## src/hw/rtl/bps_pkg.sv

```systemverilog
// Shared types, codes and step tables of the buzzer pattern sequencer.
package bps_pkg;

  // Item kinds carried in the input tuser field.
  typedef enum logic [1:0] {
    OP_TICK      = 2'd0,
    OP_START_PAT = 2'd1,
    OP_START_SOS = 2'd2,
    OP_STOP_SOS  = 2'd3
  } op_e;

  // Configuration register indexes.
  typedef enum logic [2:0] {
    REG_ENABLE        = 3'd0,
    REG_BIP_START_HZ  = 3'd1,
    REG_BIP_END_HZ    = 3'd2,
    REG_BOP_HZ        = 3'd3,
    REG_BIP_FIRST_MS  = 3'd4,
    REG_BIP_SECOND_MS = 3'd5,
    REG_BOP_MS        = 3'd6
  } reg_e;

  // Tone source of one step.
  typedef enum logic [1:0] {
    FREQ_OFF       = 2'd0,
    FREQ_BIP_START = 2'd1,
    FREQ_BIP_END   = 2'd2,
    FREQ_BOP       = 2'd3
  } freq_e;

  // Duration source of one step.
  typedef enum logic [1:0] {
    DUR_LIT    = 2'd0,
    DUR_FIRST  = 2'd1,
    DUR_SECOND = 2'd2,
    DUR_BOP    = 2'd3
  } dur_e;

  localparam int unsigned RegIdxW  = 3;
  localparam int unsigned HzW      = 16;
  localparam int unsigned MsW      = 16;
  localparam int unsigned LitMsW   = 11;
  localparam int unsigned PatW     = 3;
  localparam int unsigned StepNumW = 4;
  localparam int unsigned StepIdxW = 5;
  localparam int unsigned ElW      = 8;

  localparam logic [PatW-1:0]     PatNone  = 3'd0;
  localparam logic [PatW-1:0]     PatIdMax = 3'd6;
  localparam logic [StepIdxW-1:0] SosBase  = 5'd26;

  typedef struct packed {
    freq_e             freq;
    dur_e              dur;
    logic [LitMsW-1:0] lit_ms;
  } step_t;

  typedef struct packed {
    logic           enable;
    logic [HzW-1:0] bip_start_hz;
    logic [HzW-1:0] bip_end_hz;
    logic [HzW-1:0] bop_hz;
    logic [MsW-1:0] bip_first_ms;
    logic [MsW-1:0] bip_second_ms;
    logic [MsW-1:0] bop_ms;
  } cfg_t;

  typedef struct packed {
    logic [PatW-1:0]     active_pattern;
    logic [StepNumW-1:0] step_number;
    logic                step_running;
    logic [MsW-1:0]      step_elapsed;
    logic                sos_on;
    logic [1:0]          sos_step;
    logic                sos_running;
    logic [MsW-1:0]      sos_elapsed;
    logic [HzW-1:0]      tone_now;
  } state_t;

  typedef struct packed {
    logic            request_taken;
    logic            sos_playing;
    logic [PatW-1:0] playing_pattern;
    logic [HzW-1:0]  tone_hz;
  } res_t;

  // Flat step list: distance bip, confirm, fault, pairing, tracker, shutdown, SOS.
  function automatic step_t step_lookup(input logic [StepIdxW-1:0] idx);
    step_t s;
    unique case (idx)
      5'd0:  s = '{FREQ_BIP_START, DUR_FIRST,  11'd0};
      5'd1:  s = '{FREQ_BIP_END,   DUR_SECOND, 11'd0};
      5'd2:  s = '{FREQ_BOP,       DUR_BOP,    11'd0};
      5'd3:  s = '{FREQ_BOP,       DUR_LIT,    11'd180};
      5'd4:  s = '{FREQ_OFF,       DUR_LIT,    11'd120};
      5'd5:  s = '{FREQ_BOP,       DUR_LIT,    11'd180};
      5'd6:  s = '{FREQ_OFF,       DUR_LIT,    11'd120};
      5'd7:  s = '{FREQ_BOP,       DUR_LIT,    11'd180};
      5'd8:  s = '{FREQ_BOP,       DUR_BOP,    11'd0};
      5'd9:  s = '{FREQ_OFF,       DUR_LIT,    11'd400};
      5'd10: s = '{FREQ_BOP,       DUR_BOP,    11'd0};
      5'd11: s = '{FREQ_BOP,       DUR_BOP,    11'd0};
      5'd12: s = '{FREQ_OFF,       DUR_LIT,    11'd250};
      5'd13: s = '{FREQ_BIP_START, DUR_FIRST,  11'd0};
      5'd14: s = '{FREQ_BIP_END,   DUR_SECOND, 11'd0};
      5'd15: s = '{FREQ_OFF,       DUR_LIT,    11'd250};
      5'd16: s = '{FREQ_BOP,       DUR_BOP,    11'd0};
      5'd17: s = '{FREQ_OFF,       DUR_LIT,    11'd250};
      5'd18: s = '{FREQ_BIP_START, DUR_FIRST,  11'd0};
      5'd19: s = '{FREQ_BIP_END,   DUR_SECOND, 11'd0};
      5'd20: s = '{FREQ_OFF,       DUR_LIT,    11'd250};
      5'd21: s = '{FREQ_BOP,       DUR_BOP,    11'd0};
      5'd22: s = '{FREQ_OFF,       DUR_LIT,    11'd250};
      5'd23: s = '{FREQ_BIP_START, DUR_FIRST,  11'd0};
      5'd24: s = '{FREQ_BIP_END,   DUR_SECOND, 11'd0};
      5'd25: s = '{FREQ_BOP,       DUR_LIT,    11'd80};
      5'd26: s = '{FREQ_BIP_START, DUR_LIT,    11'd120};
      5'd27: s = '{FREQ_OFF,       DUR_LIT,    11'd120};
      5'd28: s = '{FREQ_BIP_START, DUR_LIT,    11'd120};
      5'd29: s = '{FREQ_OFF,       DUR_LIT,    11'd1640};
      default: s = '{FREQ_OFF,     DUR_LIT,    11'd0};
    endcase
    return s;
  endfunction

  function automatic logic [StepIdxW-1:0] pat_base(input logic [PatW-1:0] pid);
    logic [StepIdxW-1:0] b;
    unique case (pid)
      3'd2:    b = 5'd2;
      3'd3:    b = 5'd3;
      3'd4:    b = 5'd8;
      3'd5:    b = 5'd11;
      3'd6:    b = 5'd25;
      default: b = 5'd0;
    endcase
    return b;
  endfunction

  function automatic logic [StepNumW-1:0] pat_count(input logic [PatW-1:0] pid);
    logic [StepNumW-1:0] c;
    unique case (pid)
      3'd1:    c = 4'd2;
      3'd2:    c = 4'd1;
      3'd3:    c = 4'd5;
      3'd4:    c = 4'd3;
      3'd5:    c = 4'd14;
      3'd6:    c = 4'd1;
      default: c = 4'd0;
    endcase
    return c;
  endfunction

  function automatic logic [2:0] pat_prio(input logic [PatW-1:0] pid);
    logic [2:0] p;
    unique case (pid)
      3'd1:    p = 3'd4;
      3'd2:    p = 3'd2;
      3'd3:    p = 3'd5;
      3'd4:    p = 3'd6;
      3'd5:    p = 3'd7;
      3'd6:    p = 3'd3;
      default: p = 3'd0;
    endcase
    return p;
  endfunction

endpackage

```

## src/hw/rtl/bps_cfg_regs.sv

```systemverilog
// Configuration register file of the buzzer pattern sequencer.
module bps_cfg_regs (
  input  logic                          clk_i,
  input  logic                          rst_ni,
  input  logic                          wr_en_i,
  input  logic [bps_pkg::RegIdxW-1:0]   wr_addr_i,
  input  logic [bps_pkg::MsW-1:0]       wr_data_i,
  output bps_pkg::cfg_t                 cfg_o
);

  bps_pkg::cfg_t cfg_q, cfg_d;

  always_comb begin
    cfg_d = cfg_q;
    if (wr_en_i) begin
      unique case (bps_pkg::reg_e'(wr_addr_i))
        bps_pkg::REG_ENABLE:        cfg_d.enable        = wr_data_i[0];
        bps_pkg::REG_BIP_START_HZ:  cfg_d.bip_start_hz  = wr_data_i;
        bps_pkg::REG_BIP_END_HZ:    cfg_d.bip_end_hz    = wr_data_i;
        bps_pkg::REG_BOP_HZ:        cfg_d.bop_hz        = wr_data_i;
        bps_pkg::REG_BIP_FIRST_MS:  cfg_d.bip_first_ms  = wr_data_i;
        bps_pkg::REG_BIP_SECOND_MS: cfg_d.bip_second_ms = wr_data_i;
        bps_pkg::REG_BOP_MS:        cfg_d.bop_ms        = wr_data_i;
        default:                    cfg_d = cfg_q;  // unmapped index
      endcase
    end
  end

  always_ff @(posedge clk_i or negedge rst_ni) begin
    if (!rst_ni) begin
      cfg_q.enable        <= 1'b1;
      cfg_q.bip_start_hz  <= 16'd2000;
      cfg_q.bip_end_hz    <= 16'd3000;
      cfg_q.bop_hz        <= 16'd800;
      cfg_q.bip_first_ms  <= 16'd60;
      cfg_q.bip_second_ms <= 16'd60;
      cfg_q.bop_ms        <= 16'd150;
    end else begin
      cfg_q <= cfg_d;
    end
  end

  assign cfg_o = cfg_q;

endmodule

```

## src/hw/rtl/bps_core.sv

```systemverilog
// Sequencer state and its one-beat update for ticks, pattern and SOS requests.
module bps_core (
  input  logic                          clk_i,
  input  logic                          rst_ni,
  input  logic                          advance_i,
  input  bps_pkg::op_e                  op_i,
  input  logic [bps_pkg::PatW-1:0]      pattern_id_i,
  input  logic [bps_pkg::ElW-1:0]       elapsed_ms_i,
  input  bps_pkg::cfg_t                 cfg_i,
  output bps_pkg::state_t               state_o,
  output bps_pkg::res_t                 res_o
);

  bps_pkg::state_t st_q, st_d;
  logic            taken;

  logic [bps_pkg::StepIdxW-1:0] sos_idx, pat_idx, cur_idx;
  logic [bps_pkg::StepIdxW:0]   pat_idx_sum;
  bps_pkg::step_t               cur_step;
  logic [bps_pkg::HzW-1:0]      cur_freq;
  logic [bps_pkg::MsW-1:0]      cur_dur;
  logic [bps_pkg::MsW-1:0]      run_el;
  logic [bps_pkg::MsW:0]        el_sum;
  logic [bps_pkg::MsW-1:0]      el_sat;
  logic                         step_done;
  logic [bps_pkg::StepNumW-1:0] pat_cnt;
  logic [bps_pkg::StepNumW-1:0] step_nxt;
  logic                         pid_ok, prio_ok;

  // One step lookup serves whichever sequence is running.
  assign sos_idx     = bps_pkg::SosBase + {3'b000, st_q.sos_step};
  assign pat_idx_sum = {1'b0, bps_pkg::pat_base(st_q.active_pattern)}
                     + {2'b00, st_q.step_number};
  assign pat_idx     = pat_idx_sum[bps_pkg::StepIdxW-1:0];
  assign cur_idx     = st_q.sos_on ? sos_idx : pat_idx;
  assign cur_step    = bps_pkg::step_lookup(cur_idx);

  always_comb begin
    unique case (cur_step.freq)
      bps_pkg::FREQ_BIP_START: cur_freq = cfg_i.bip_start_hz;
      bps_pkg::FREQ_BIP_END:   cur_freq = cfg_i.bip_end_hz;
      bps_pkg::FREQ_BOP:       cur_freq = cfg_i.bop_hz;
      default:                 cur_freq = '0;
    endcase
    unique case (cur_step.dur)
      bps_pkg::DUR_FIRST:  cur_dur = cfg_i.bip_first_ms;
      bps_pkg::DUR_SECOND: cur_dur = cfg_i.bip_second_ms;
      bps_pkg::DUR_BOP:    cur_dur = cfg_i.bop_ms;
      default:             cur_dur = {5'b0, cur_step.lit_ms};
    endcase
  end

  // Shared saturating step timer add and end-of-step compare.
  assign run_el    = st_q.sos_on ? st_q.sos_elapsed : st_q.step_elapsed;
  assign el_sum    = {1'b0, run_el} + {9'b0, elapsed_ms_i};
  assign el_sat    = el_sum[bps_pkg::MsW] ? '1 : el_sum[bps_pkg::MsW-1:0];
  assign step_done = (el_sat >= cur_dur);

  assign pat_cnt  = bps_pkg::pat_count(st_q.active_pattern);
  assign step_nxt = st_q.step_number + 4'd1;

  assign pid_ok  = (pattern_id_i != bps_pkg::PatNone) && (pattern_id_i <= bps_pkg::PatIdMax);
  assign prio_ok = (st_q.active_pattern == bps_pkg::PatNone) ||
                   (bps_pkg::pat_prio(pattern_id_i) >= bps_pkg::pat_prio(st_q.active_pattern));

  always_comb begin
    st_d  = st_q;
    taken = 1'b0;
    if (cfg_i.enable) begin
      unique case (op_i)
        bps_pkg::OP_TICK: begin
          if (st_q.sos_on) begin
            if (!st_q.sos_running) begin
              st_d.tone_now    = cur_freq;
              st_d.sos_elapsed = '0;
              st_d.sos_running = 1'b1;
            end else begin
              st_d.sos_elapsed = el_sat;
              if (step_done) begin
                st_d.tone_now    = '0;
                st_d.sos_step    = st_q.sos_step + 2'd1;
                st_d.sos_running = 1'b0;
              end
            end
          end else if (st_q.active_pattern != bps_pkg::PatNone) begin
            if (st_q.step_number >= pat_cnt) begin
              // index ran off the end of the pattern
              st_d.tone_now       = '0;
              st_d.active_pattern = bps_pkg::PatNone;
              st_d.step_running   = 1'b0;
            end else if (!st_q.step_running) begin
              st_d.tone_now     = cur_freq;
              st_d.step_elapsed = '0;
              st_d.step_running = 1'b1;
            end else begin
              st_d.step_elapsed = el_sat;
              if (step_done) begin
                st_d.tone_now     = '0;
                st_d.step_number  = step_nxt;
                st_d.step_running = 1'b0;
                if (step_nxt >= pat_cnt) begin
                  st_d.active_pattern = bps_pkg::PatNone;
                end
              end
            end
          end
        end
        bps_pkg::OP_START_PAT: begin
          if (!st_q.sos_on && pid_ok && prio_ok) begin
            st_d.active_pattern = pattern_id_i;
            st_d.step_number    = '0;
            st_d.step_running   = 1'b0;
            taken               = 1'b1;
          end
        end
        bps_pkg::OP_START_SOS: begin
          taken = 1'b1;
          if (!st_q.sos_on) begin
            st_d.sos_on         = 1'b1;
            st_d.active_pattern = bps_pkg::PatNone;
            st_d.step_running   = 1'b0;
            st_d.sos_step       = '0;
            st_d.sos_running    = 1'b0;
          end
        end
        bps_pkg::OP_STOP_SOS: begin
          if (st_q.sos_on) begin
            st_d.sos_on      = 1'b0;
            st_d.sos_step    = '0;
            st_d.sos_running = 1'b0;
            st_d.tone_now    = '0;
          end
        end
        default: st_d = st_q;
      endcase
    end
  end

  always_ff @(posedge clk_i or negedge rst_ni) begin
    if (!rst_ni) begin
      st_q <= '0;
    end else if (advance_i) begin
      st_q <= st_d;
    end
  end

  assign res_o.request_taken   = taken;
  assign res_o.sos_playing     = st_d.sos_on;
  assign res_o.playing_pattern = st_d.active_pattern;
  assign res_o.tone_hz         = st_d.tone_now;
  assign state_o               = st_q;

endmodule

```

## src/hw/rtl/buzzer_pattern_sequencer_unit.sv

```systemverilog
// Top level of the buzzer pattern sequencer: stream ports, beat registers, checks.
//
// Buzzer tone sequencer. Every input beat is a tick (elapsed milliseconds), a
// request to start one of six fixed tone patterns, start SOS or stop SOS, and
// every input beat yields exactly one output beat with the tone now driven,
// the pattern now playing, the SOS flag and whether a start request was taken.
// Throughput is one beat per clock while the output side is not held back. A
// beat passes the input register, then the state update and result register.
// The rate is set by the state update itself: one step table lookup, one
// 16-bit saturating add and one compare, all combinational. The input register
// keeps accepting while a finished result waits in the output register, so
// back pressure only stalls the input once both are full.
// Configuration writes are always accepted (cfg_ready_o is tied high) and take
// effect on the next cycle; write them only while no beat is in flight.
// Pattern priorities, highest first: tracker, pairing, fault, distance bip,
// shutdown, confirm. SOS preempts and locks out all patterns until stopped.
module buzzer_pattern_sequencer_unit (
  input  logic        clk_i,
  input  logic        rst_ni,
  // input stream
  input  logic        s_axis_tvalid_i,
  output logic        s_axis_tready_o,
  input  logic [15:0] s_axis_tdata_i,   // [2:0] pattern_id, [10:3] elapsed_ms, rest zero
  input  logic [1:0]  s_axis_tuser_i,   // [1:0] operation
  // output stream
  output logic        m_axis_tvalid_o,
  input  logic        m_axis_tready_i,
  output logic [23:0] m_axis_tdata_o,   // [15:0] tone_hz, [18:16] playing_pattern,
                                        // [19] sos_playing, [20] request_taken, rest zero
  // configuration write channel
  input  logic        cfg_valid_i,
  output logic        cfg_ready_o,
  input  logic [2:0]  cfg_addr_i,
  input  logic [15:0] cfg_data_i
);

  bps_pkg::cfg_t   cfg;
  bps_pkg::state_t state;
  bps_pkg::res_t   res;

  // input beat register
  logic                         in_valid_q, in_valid_d;
  bps_pkg::op_e                 in_op_q;
  logic [bps_pkg::PatW-1:0]     in_pid_q;
  logic [bps_pkg::ElW-1:0]      in_el_q;

  // output beat register
  logic                         out_valid_q, out_valid_d;
  bps_pkg::res_t                out_res_q;

  logic s_accept;
  logic advance;

  assign cfg_ready_o = 1'b1;

  bps_cfg_regs u_cfg_regs (
    .clk_i     (clk_i),
    .rst_ni    (rst_ni),
    .wr_en_i   (cfg_valid_i & cfg_ready_o),
    .wr_addr_i (cfg_addr_i),
    .wr_data_i (cfg_data_i),
    .cfg_o     (cfg)
  );

  // The held beat moves on when the output register is empty or draining.
  assign advance         = in_valid_q && (!out_valid_q || m_axis_tready_i);
  assign s_axis_tready_o = !in_valid_q || advance;
  assign s_accept        = s_axis_tvalid_i && s_axis_tready_o;

  always_comb begin
    in_valid_d = in_valid_q;
    if (s_accept) begin
      in_valid_d = 1'b1;
    end else if (advance) begin
      in_valid_d = 1'b0;
    end
  end

  always_comb begin
    out_valid_d = out_valid_q;
    if (advance) begin
      out_valid_d = 1'b1;
    end else if (m_axis_tready_i) begin
      out_valid_d = 1'b0;
    end
  end

  always_ff @(posedge clk_i or negedge rst_ni) begin
    if (!rst_ni) begin
      in_valid_q  <= 1'b0;
      out_valid_q <= 1'b0;
    end else begin
      in_valid_q  <= in_valid_d;
      out_valid_q <= out_valid_d;
    end
  end

  // payload registers, no reset needed
  always_ff @(posedge clk_i) begin
    if (s_accept) begin
      in_op_q  <= bps_pkg::op_e'(s_axis_tuser_i);
      in_pid_q <= s_axis_tdata_i[2:0];
      in_el_q  <= s_axis_tdata_i[10:3];
    end
    if (advance) begin
      out_res_q <= res;
    end
  end

  bps_core u_core (
    .clk_i        (clk_i),
    .rst_ni       (rst_ni),
    .advance_i    (advance),
    .op_i         (in_op_q),
    .pattern_id_i (in_pid_q),
    .elapsed_ms_i (in_el_q),
    .cfg_i        (cfg),
    .state_o      (state),
    .res_o        (res)
  );

  assign m_axis_tvalid_o = out_valid_q;
  assign m_axis_tdata_o  = {3'b000, out_res_q};

  // SOS and a pattern never play at the same time.
  a_sos_excludes_pattern : assert property (@(posedge clk_i) disable iff (!rst_ni)
    state.sos_on |-> (state.active_pattern == bps_pkg::PatNone))
    else $error("SOS active together with a pattern");

  // A running pattern step always belongs to an active pattern.
  a_step_needs_pattern : assert property (@(posedge clk_i) disable iff (!rst_ni)
    state.step_running |-> (state.active_pattern != bps_pkg::PatNone))
    else $error("pattern step running with no pattern");

  // A running SOS step only exists while SOS is on.
  a_sos_step_needs_sos : assert property (@(posedge clk_i) disable iff (!rst_ni)
    state.sos_running |-> state.sos_on)
    else $error("SOS step running with SOS off");

  // Every beat that leaves the input register lands in the output register.
  a_advance_fills_out : assert property (@(posedge clk_i) disable iff (!rst_ni)
    advance |=> out_valid_q)
    else $error("result lost after state update");

endmodule

```

## config.mk

```make
export PLATFORM = sky130hd
export DESIGN_NAME = buzzer_pattern_sequencer_unit
export DESIGN_NICKNAME = d
export VERILOG_FILES = /design/src/hw/rtl/bps_pkg.sv /design/src/hw/rtl/bps_cfg_regs.sv /design/src/hw/rtl/bps_core.sv /design/src/hw/rtl/buzzer_pattern_sequencer_unit.sv
export SDC_FILE = /design/constraint.sdc
export NUM_CORES = 1
export LEC_CHECK = 0
export ABC_AREA = 1
export BUFFER_PORTS_ARGS = -buffer_cell sky130_fd_sc_hd__buf_2
export CAP_MARGIN = 20
export CORE_MARGIN = 3
export CORE_UTILIZATION = 44
export CTS_CLUSTER_DIAMETER = 40
export DETAILED_ROUTE_END_ITERATION = 10
export SYNTH_ARGS = -nofsm -noshare
export SYNTH_HDL_FRONTEND = slang
export SYNTH_SLANG_ARGS = --single-unit
```

## constraint.sdc

```tcl
create_clock -name clk_i -period 6.8 [get_ports clk_i]
set_input_delay 1.02 -clock clk_i [delete_from_list [all_inputs] [get_ports clk_i]]
set_output_delay 1.02 -clock clk_i [all_outputs]
set_load 0.02 [all_outputs]
```

# --- Word-level counts from Yosys, hierarchy flattened ---
# Memories as Yosys holds them, arrays and structs flattened.
# Cells that the tools add are included.
totals:
  mem_bits_ro: 448
  word_cells: 167
  output_inout_bits: 27
  mem_count: 1
  regBits: 193
  inputBits: 42
op_classes:
  order_cmp: 5
  n_addsub: 5
  n_reduce_logical: 35
  n_eq_ne: 37
  n_mux: 57
  bitwise_logic: 2
mem_list:
  columns: ["name", "depth", "word_bits", "rd", "rd_clocked_by_memory_dff", "write_ports", "line_no", "source"]
  rows:
  - ["(name not given)", 32, 14, 1, 0, 0, "bps_pkg.sv:90", "unique case (idx)"]
op_table:
  columns: ["op", "n"]
  rows:
  - ["16-bit two-way mux", 11]
  - ["16-bit case mux with 3 select lines", 2]
  - ["60-bit two-way mux", 1]
  - ["8-bit two-way mux", 7]
  - ["24-bit two-way mux", 2]
  - ["3-bit case mux with 6 select lines", 2]
  - ["33-bit two-way mux", 1]
  - ["16-bit case mux with 2 select lines", 1]
  - ["3-bit equality test (second input constant)", 9]
  - ["3-bit two-way mux", 9]
  - ["5-bit case mux with 5 select lines", 1]
  - ["4-bit case mux with 5 select lines", 1]
  - ["19-bit two-way mux", 1]
  - ["3-bit by 2-bit equality test with 1-bit output (second input constant)", 6]
  - ["3-bit case mux with 3 select lines", 2]
  - ["16-bit by 8-bit adder with 17-bit output", 1]
  - ["17-bit two-way mux", 1]
  - ["16-bit greater-or-equal comparator", 1]
  - ["2-bit AND reduction", 7]
  - ["2-bit equality test (second input constant)", 6]
  - ["2-bit by 1-bit inequality test with 1-bit output (second input constant)", 6]
  - ["6-bit AND reduction", 2]
  - ["3-bit nonzero test", 4]
  - ["3-bit by 1-bit equality test with 1-bit output (second input constant)", 3]
  - ["other kinds (30)", 54]

# --- Logic depth before layout (Yosys ltp) ---
# Gate-level depths: netlist of the first run.
# An unclocked memory read counts as a cell.
logic_depth:
  word_depth: 20
  depth_mapped: 41
  mapped_depth_nobuf: 38

# --- By module ---
# Synthesis of the first run repeated with hierarchy kept, for this count alone.
unflattened:
  hier_cells: 1540
  area_unflattened_um2: 12005.3
modules_own_cells:
  columns: ["module", "seq_area_each_um2", "area_per_inst_um2", "cells_per_inst", "instances"]
  rows:
  - ["bps_core", 1501.4, 6901.6, 1059, 1]
  - ["bps_cfg_regs", 2463.6, 3950.0, 429, 1]
  - ["buzzer_pattern_sequencer_unit", 1071.0, 1153.6, 52, 1]

# --- Worst setup path before layout of the first run ---
# No wires, ideal clock.
synth_timing:
  path_type: "reg2reg"
  from: "reg u_core.st_q (netlist bit u_core.state_o[58])"
  to: "reg out_res_q (netlist bit m_axis_tdata_o[15]) (data pin)"
  path_buffers: 3
  required_time_ns: 6.546
  setup_ns: 0.254
  arrival_time_ns: 5.253
  path_stages_with_launch: 34
  period_less_slack_ns: 5.507
  path_slack_ns: 1.293
  path_cell_list: "dfrtp_1 -> clkbuf_1 -> inv_1 -> nor2_1 -> o21ai_0 -> nand2_1 -> ha_1 -> fa_1 -> o21ai_0 -> inv_1 -> ha_1 -> nand3_1 -> nand2_1 -> nand2_1 -> nand3_1 -> nand2_1 -> nor2_1 -> clkbuf_1 -> a221oi_1 -> ha_1 -> nand2_1 -> inv_1 -> nand3_1 -> nor3_1 -> nand3_1 -> nand3_1 -> clkbuf_1 -> nor2_1 -> a21oi_1 -> nand2_1 -> nand2_1 -> nand2_1 -> nand2_1 -> nand2_2"
synth_lines:
  columns: ["element", "line_no", "source"]
  rows:
  - ["start, declared", "bps_core.sv:14", "bps_pkg::state_t st_q, st_d;"]
  - ["start signal, assigned", "bps_core.sv:143", "st_q <= st_d;"]
  - ["end signal, assigned", "buzzer_pattern_sequencer_unit.sv:106", "out_res_q <= res;"]
  - ["end, declared", "buzzer_pattern_sequencer_unit.sv:49", "bps_pkg::res_t out_res_q;"]

==> reports/metrics.cfg, run 1 <==
[run_status]
status=finished, final reports clean

[setup_path]
crit_path_start_kind=register
criticalPathCategory=reg2reg
slowest_stage=dfrtp_1
reg2reg_depth=34
crit_path_start=u_core.state_o[58]
r2r_slack_ns=0.51
reg2reg_from=u_core.state_o[58]
required_ns=6.99
cp_max_fo=35
cp_slowest_stage_delay_ns=0.46
reg2reg_to=m_axis_tdata_o[5]
crit_top_cell=nand2_1
end_kind=register
worstPathArrival_ns=6.48

[clock_network]
cts_tree=done
cts_sinks=193
root_buffer=clkbuf_16
postCtsHoldBufs=0
cts_buffers=17
cts.clk_slew.worst_paths_ns=0.08
clk_path_buf_depth=2
clock_latency_ns=0.44
htreeDepth=4

[synthesis]
synth.distinct_cells=50
synthArstFlopShare=0.824
yosysWarnings=0
ys_ff_latch=193
syn_inst=1481
ys.flop_type=dfrtp_1
syn_area_per_cell_um2=7.73
synth_area_um2=11400
synth_edf_count=34
yosysSeqAreaShare=0.440

[route]
wirelength_mm=28.9
via_count=9787
drc_errors=0
wire_per_inst_um=15.6
dr.pass1.iters=5
detail_route.vias_per_cell=5.28
ant_nets=0
drt_first_iter_violations=656

[global_routing]
grt_usage=0.210
antenna_found_initial=0
overflow=0
grt_pass1_wl_mm=48.4
grt_pass1_vias=9377
grt_max_degree=89

[sta]
fin_crit_ns=6.29
finalCritPeriodShare=0.925
rsz0062_at_grt=false
tightest_slew_ns=1.05
maxSlewViolCount=0
finalClockSkew_ns=0.0162
finalSetupTns_ns=0
finalHoldViolCount=0
maxSlewHeadroom=0.295
setup_viol=0
max_freq_ghz=0.159

[floorplanning]
die_h_um=167
fp-row-count=58
io_pins=69
die-area_um2=28000
die_x_um=167
start_util=0.450
core_um2=25400

[layout]
seq_area_um2=5040
final_net_count=1605
num_antenna_cells=0
drive_above_1_share=0.111
multi_input_area_um2=5320
fill_cells=2598
synthToLayoutAreaGrowth_pct=8.45

[placement]
gp_congestion=0.852
io_buffers=59
post-dp-hpwl_mm=20.1

[hold_path]
whs_path_depth=2
min_to=u_cfg_regs.cfg_o[10]
hold_class=reg2reg
min_from=u_cfg_regs.cfg_o[10]

[job]
cap_violations=0

cells in the mapped netlist, drive strengths merged (2+ instances only):
cell type  count  area (um^2)
a211oi         5         37.5
a21oi         52          260
a221oi         3         26.3
a22o           3         26.3
a31oi          8         50.1
buf           16          119
clkbuf        48          322
conb           2         7.51
dfrtp        130         3250
dfstp         29          762
edfxtp        34         1020
fa             2         40.0
ha            50          626
inv          171          642
nand2        462         1830
nand3         96          510
nand4         36          225
nor2          78          303
nor3          12         65.1
nor4           3         18.8
o211ai         7         52.6
o21ai        192          961
o21bai         3         22.5
o22ai         25          156
or2            2         12.5
xor2           3         26.3
sequential cells by signal (all words and copies together) (netlist names):
signal            cells
in_el_q               8
u_cfg_regs.cfg_o     97
in_pid_q              3
u_core.state_o       60
m_axis_tdata_o       21
in_valid_q            1
m_axis_tvalid_o       1
in_op_q               2
routing by layer:
layer  up-vias  global-route usage  share of wire
li1       4936                   -              -
met1      4672               0.300           0.49
met2       167               0.346           0.47
met3        12              0.0312          0.036
met4         0              0.0359         0.0073
met5         -                   0              0
worst max-delay path by stage:
stage,to,slack [ns],cells after the start
after global routing,m_axis_tdata_o[5],0.01,34
after floorplan,m_axis_tdata_o[15],1.29,33
final,m_axis_tdata_o[5],0.51,34
after detailed placement,m_axis_tdata_o[3],0.63,34
after global placement,m_axis_tdata_o[3],0.70,34
after CTS,m_axis_tdata_o[5],0.52,34
cells in the final DEF (no fill, tap or decap), types with 11 or more instances in the layout:
master     count
buf_4         14
dfrtp_1      130
nor2_1        76
nand2_2       21
inv_1        168
buf_2         58
o21ai_0      190
nand3_1       93
nor3_1        11
ha_1          50
nand2_1      437
dfstp_2       29
edfxtp_1      34
nand4_1       36
clkbuf_16     18
o22ai_1       25
a21oi_1       52
per-stage QoR:
stage          hold WS [ns]  area, um^2  cells  utilization  setup slack (ns)
4_1_cts               0.490       12400   1852        0.487             0.523
2_1_floorplan         0.453       11400   1483            -              1.29
6_report              0.486       12400   1854        0.489             0.512
5_1_grt               0.503       12400   1854        0.489            0.0147
3_5_place_dp          0.473       11800   1820        0.465             0.631
3_3_place_gp          0.465       11800   1819        0.465             0.695
critical path: cells and delay by family (launching register included):
kind,cells,cell delay (ns)
AND/OR/NAND/NOR,19,2.03
AO/OA/AOI/OAI,5,1.22
adder cells (fa/ha/maj),4,1.18
buffers and inverters,6,1.16
flip-flops,1,0.46
timing repair:
item / 4_1_cts / 5_1_grt
endpoints found under the setup margin: 0 / 36
resized for setup: 0 / 2
endpoints found under the hold margin: 0 / 0
setup buffers: 0 / 0
area by class of cell:
class,count,area share
Clock buffer,21,0.0380
Clock inverter,11,0.00807
Inverter,172,0.0523
Multi-Input combinational cell,1053,0.428
Sequential cell,193,0.406
Tap cell,330,0.0333
Timing Repair Buffer,74,0.0340
kinds of logic after synthesis:
group,after synthesis,synth area share
AOI/OAI and AO/OA,302,0.142
xor gates and xnor gates,4,0.00306
adders and majority gates,52,0.0582
buffers and inverters,237,0.0958
DFF,193,0.440
other,2,0.000656
and+or+nand+nor,691,0.260
Power of run 1 is left out: the tool's default activity adds up to more than one toggle a clock period on the data nets, which glitch-free logic cannot reach.
==> run 2, diff against run 1 <==
- ABC_AREA: 1 -> unset
- PLACE_DENSITY: unset -> 0.7
==> reports/metrics.cfg, run 2 <==
[clock_network]
cts.clk_slew.worst_paths_ns=0.08
root_buffer=clkbuf_16
cts_post_setup_buffers_inserted=0
postCtsResizedCells=0
cts_tree=done
clock_latency_ns=0.45
postCtsHoldBufs=0
htreeDepth=4
clk_path_buf_depth=2
cts_buffers=17
cts_sinks=193

[layout]
fill_cells=2328
num_antenna_cells=0
final_net_count=1257
synthToLayoutAreaGrowth_pct=10.4
largest_register_ffs=97
final_common_cell=dfrtp_1
drive_above_1_share=0.241
mostFrequentLayoutCells=129 x dfrtp_1, 108 x mux2_2, 92 x nand2_1
fin_area_um2=12900

[synthesis]
synth_area_leaders=dfrtp_1 28%, mux2_2 10%, edfxtp_1 8.7%
yosysSeqAreaShare=0.432
synth.distinct_cells=85
synth_top_area_frac=0.279
syn_inst=1128
yosysWarnings=0
ys.flop_type=dfrtp_1
synth_edf_count=34
synth_area_um2=11700
yosysMostFrequentCell=dfrtp_1
synthArstFlopShare=0.824
syn_area_per_cell_um2=10.3
ys_top_cells_by_count=130 x dfrtp_1, 108 x mux2_2, 92 x nand2_1, 62 x nand3_1, 62 x o21ai_0
ys_ff_latch=193
yosysTopAreaCell=dfrtp_1

[global_routing]
grt_max_degree=70
antenna_found_initial=1
grt_pass1_vias=9129
grt_pass1_wl_mm=48.8
grt_usage=0.213
overflow=0

[sta]
finalHoldViolCount=0
fin_crit_ns=6.34
maxSlewViolCount=0
fin_ws_ns=0.463
finalClockSkew_ns=0.0146
max_freq_ghz=0.158
maxSlewHeadroom=0.321
rsz0062_at_grt=false
tightest_slew_ns=1.01
finalCritPeriodShare=0.932
whs_ns=0.480
setup_viol=0
finalSetupTns_ns=0

[hold_path]
min_from=u_core.state_o[49]
whs_path_depth=2
min_to=u_core.state_o[49]
hold_class=reg2reg

[floorplanning]
io_pins=69
fp-row-count=58
start_util=0.456
die_x_um=169
die_h_um=169
die-area_um2=28500
core_um2=25600

[setup_path]
reg2reg_from=u_core.state_o[59]
crit_path_start_kind=register
worstPathArrival_ns=6.58
end_kind=register
criticalPathCategory=reg2reg
required_ns=7.04
r2r_slack_ns=0.46
cp_max_fo=23
reg2reg_to=m_axis_tdata_o[2]
reg2reg_depth=25

[job]
cap_violations=0

[route]
via_count=9194
ant_nets=0
drc_errors=0
wire_per_inst_um=19.9
wirelength_mm=30.0
dr.pass1.iters=5
detail_route.vias_per_cell=6.10
drt_first_iter_violations=819

[power]
p_sw_frac=0.453
clkPwrFrac=0.185
leakagePower_nw=5.37
switching_power_mw=2.56
powerDensity_nw_per_um2=439
pwr-share-seq=0.284
p_int_mw=3.09
combPwrFrac=0.531
vdd_ir_drop_max_mv=0.305

[placement]
dpl-instance-area_um2=12300
io_buffers=59
gp_congestion=0.901
post-dp-hpwl_mm=20.5
dp_worst_setup_slack_ns=0.616

[run_status]
status=finished, final reports clean

run 2: area by class of cell:
class	instances	area, um^2	area share
multi-input combinational	829	6160	0.478
sequential	193	5040	0.391
timing repair buffer	82	514	0.0399
clock buffer	17	425	0.0330
tap	330	413	0.0321
clock inverter	15	175	0.0136
inverter	40	153	0.0119
run 2: worst max-delay path, stage by stage, from the launching register on:
cell,delay [ns]
dfrtp_1,0.48
inv_1,0.15
nor2_1,0.22
nand2_1,0.16
o21ai_0,0.25
ha_1,0.29
fa_1,0.45
a21o_1,0.23
ha_1,0.34
inv_1,0.05
mux2i_1,0.19
mux2i_1,0.13
mux2i_2,0.44
buf_4,0.27
o211ai_1,0.10
o21a_1,0.18
ha_1,0.32
a21oi_1,0.14
nand2_1,0.07
a221oi_1,0.52
a21oi_1,0.20
buf_12,0.20
o211ai_1,0.18
buf_4,0.28
nand3_1,0.11
o211ai_1,0.17
run 2: power by group through the flow:
stage	sequential (mW)	clock [mW]	combinational, mW
2_1_floorplan	1.58	0	2.26
3_3_place_gp	1.61	0	2.91
3_5_place_dp	1.62	0	2.95
4_1_cts	1.60	1.06	2.97
5_1_grt	1.64	1.10	3.29
6_report	1.61	1.05	3.00
run 2: worst max path at each step:
| stage | to | slack [ns] | from | cells after the start |
|---|---|---|---|---|
| finish | m_axis_tdata_o[2] | 0.46 | u_core.state_o[59] | 25 |
| global placement | u_core.state_o[55] | 0.65 | u_core.state_o[59] | 22 |
| global route | m_axis_tdata_o[2] | 0.05 | u_core.state_o[59] | 25 |
| detailed placement | m_axis_tdata_o[2] | 0.62 | u_core.state_o[59] | 25 |
| CTS | m_axis_tdata_o[2] | 0.57 | u_core.state_o[59] | 25 |
| floorplan | m_axis_tdata_o[10] | 1.22 | u_core.state_o[35] | 26 |
run 2: routing by layer:
layer  global-route usage  part of all wire  wire [um]
met1                0.300              0.44      13300
met2                0.336              0.47      14100
met3               0.0320             0.063       1890
met4               0.0797             0.024        724
met5                    0                 0          0
run 2: through the flow:
step	cells	total power, mW	util
floorplan	1130	3.84	-
global placement	1472	4.52	0.478
detailed placement	1473	4.57	0.478
CTS	1505	5.62	0.502
global route	1506	6.03	0.503
finish	1506	5.65	0.503
run 2: cell families (layout without fill, tap and decap cells):
logic type | after synthesis | in the layout | synth area share
buffers and inverters | 108 | 154 | 0.0437
adder cells (fa/ha/maj) | 52 | 52 | 0.0570
flip-flops | 193 | 193 | 0.432
AO/OA/AOI/OAI | 262 | 262 | 0.156
multiplexers | 167 | 167 | 0.158
other | 2 | 4 | 0.000644
AND/OR/NAND/NOR | 332 | 332 | 0.144
XOR/XNOR | 12 | 12 | 0.00965
Power figures use the tool's default switching activity.
==> run 3, diff against run 2 <==
- ABC_AREA: unset -> 1
- CORE_MARGIN: 3 -> 5
==> reports/metrics.cfg, run 3 (synthesis results as in run 1) <==
[setup_path]
path_depth=33
end_kind=register
required_ns=7.18
path_delay_family=simple AND/OR/NAND/NOR gates
crit_end=u_core.state_o[57]
reg2reg_depth=33
r2r_slack_ns=0.62
worstPathArrival_ns=6.56
reg2reg_from=u_core.state_o[58]
cp_max_fo=14
crit_top_cell=nand2_1
crit_path_start=u_core.state_o[58]
reg2reg_to=u_core.state_o[57]
criticalPathCategory=reg2reg
cp_slowest_stage_delay_ns=0.51
crit_path_start_kind=register
slowest_stage=fa_1
critical_path_buf_inv_count=5

[sta]
finalHoldViolCount=0
rsz0062_at_grt=false
finalClockSkew_ns=0.0178
finalSetupTns_ns=0
maxSlewViolCount=0
fin_crit_ns=6.18
finalCritPeriodShare=0.910
max_freq_ghz=0.162
maxSlewHeadroom=0.274
tightest_slew_ns=1.09
setup_viol=0

[route]
dr.pass1.iters=5
detail_route.vias_per_cell=5.37
drc_errors=0
drt_first_iter_violations=1013
via_count=9990
wire_per_inst_um=15.6
wirelength_mm=29.1
ant_nets=0

[layout]
final_common_cell=nand2_1
drive_above_1_share=0.113
synthToLayoutAreaGrowth_pct=8.50
post-route-util=0.480
final_net_count=1606
num_antenna_cells=0
mostFrequentLayoutCells=437 x nand2_1, 190 x o21ai_0, 168 x inv_1
fill_cells=2540
largest_register_ffs=97

[floorplanning]
start_util=0.443
die_h_um=171
die_x_um=171
fp-row-count=59
core_um2=25800
die-area_um2=29300
io_pins=69

[job]
cap_violations=0

[clock_network]
clk_path_buf_depth=2
htreeDepth=4
clock_latency_ns=0.44
postCtsHoldBufs=0
postCtsResizedCells=0
cts_post_setup_buffers_inserted=0
root_buffer=clkbuf_16
cts_buffers=17
cts_sinks=193
cts.clk_slew.worst_paths_ns=0.07
cts_tree=done

[global_routing]
overflow=0
grt_max_degree=63
grt_pass1_wl_mm=47.4
grt_pass1_vias=9376
antenna_found_initial=0
grt_usage=0.199

[placement]
post-dp-hpwl_mm=20.0
gp_congestion=0.896
io_buffers=59

[run_status]
status=finished, final reports clean

[hold_path]
hold_class=reg2reg

[run 3: changes by cell type in the layout (fill, tap and decap cells not counted), moves of 20 or more]
cell / before / now
mux2i_1: 53 / 0
mux2_2: 108 / 0
a21oi_1: 32 / 52
nand2_1: 92 / 437
o21ai_0: 62 / 190
nor2_1: 44 / 76
inv_1: 38 / 168
o22ai_1: 3 / 25
nand2_2: 0 / 21
o211ai_1: 57 / 7
nand3_1: 62 / 93
[run 3: worst min path at each step]
stage	startpoint	end	slack, ns	cells past startpoint
3_5_place_dp	u_cfg_regs.cfg_o[50]	u_cfg_regs.cfg_o[50]	0.47	2
3_3_place_gp	u_cfg_regs.cfg_o[6]	u_cfg_regs.cfg_o[6]	0.47	2
5_1_grt	u_cfg_regs.cfg_o[2]	u_cfg_regs.cfg_o[2]	0.50	2
6_report	u_cfg_regs.cfg_o[54]	u_cfg_regs.cfg_o[54]	0.49	2
4_1_cts	u_cfg_regs.cfg_o[23]	u_cfg_regs.cfg_o[23]	0.49	2
2_1_floorplan	u_cfg_regs.cfg_o[13]	u_cfg_regs.cfg_o[13]	0.45	2
[run 3: metrics by stage]
stage                     cell area [um^2]  hold slack (ns)  setup slack, ns  instances
after global routing                 12400            0.503           0.0747       1860
after detailed placement             11800            0.473            0.691       1827
after global placement               11800            0.466            0.783       1826
after CTS                            12400            0.491            0.652       1859
final                                12400            0.487            0.615       1860
after floorplan                      11400            0.453             1.29       1483
[run 3: final cells by class]
class / count / area, um^2 / area share
clock buffer: 18 / 429 / 0.0346
tap: 335 / 419 / 0.0338
sequential: 193 / 5040 / 0.406
clock inverter: 14 / 126 / 0.0102
multi-input combinational: 1053 / 5320 / 0.429
timing repair buffer: 75 / 433 / 0.0349
inverter: 172 / 649 / 0.0523
[run 3: layer usage]
metal	global-route usage	share of wire	up-vias
met5	0	0	-
met4	0.0558	0.012	0
met3	0.0301	0.068	23
met2	0.305	0.45	342
met1	0.296	0.47	4685
li1	-	-	4940
[run 3: worst register-to-register path: cells and delay by family, from the launching register on]
family          cells  cell delay (ns)
simple gates       15             1.81
compound gates      9             1.74
buf+inv             5             0.88
flops               1             0.47
fa+ha+maj           4             1.24
Power of run 3 is left out for the same reason.
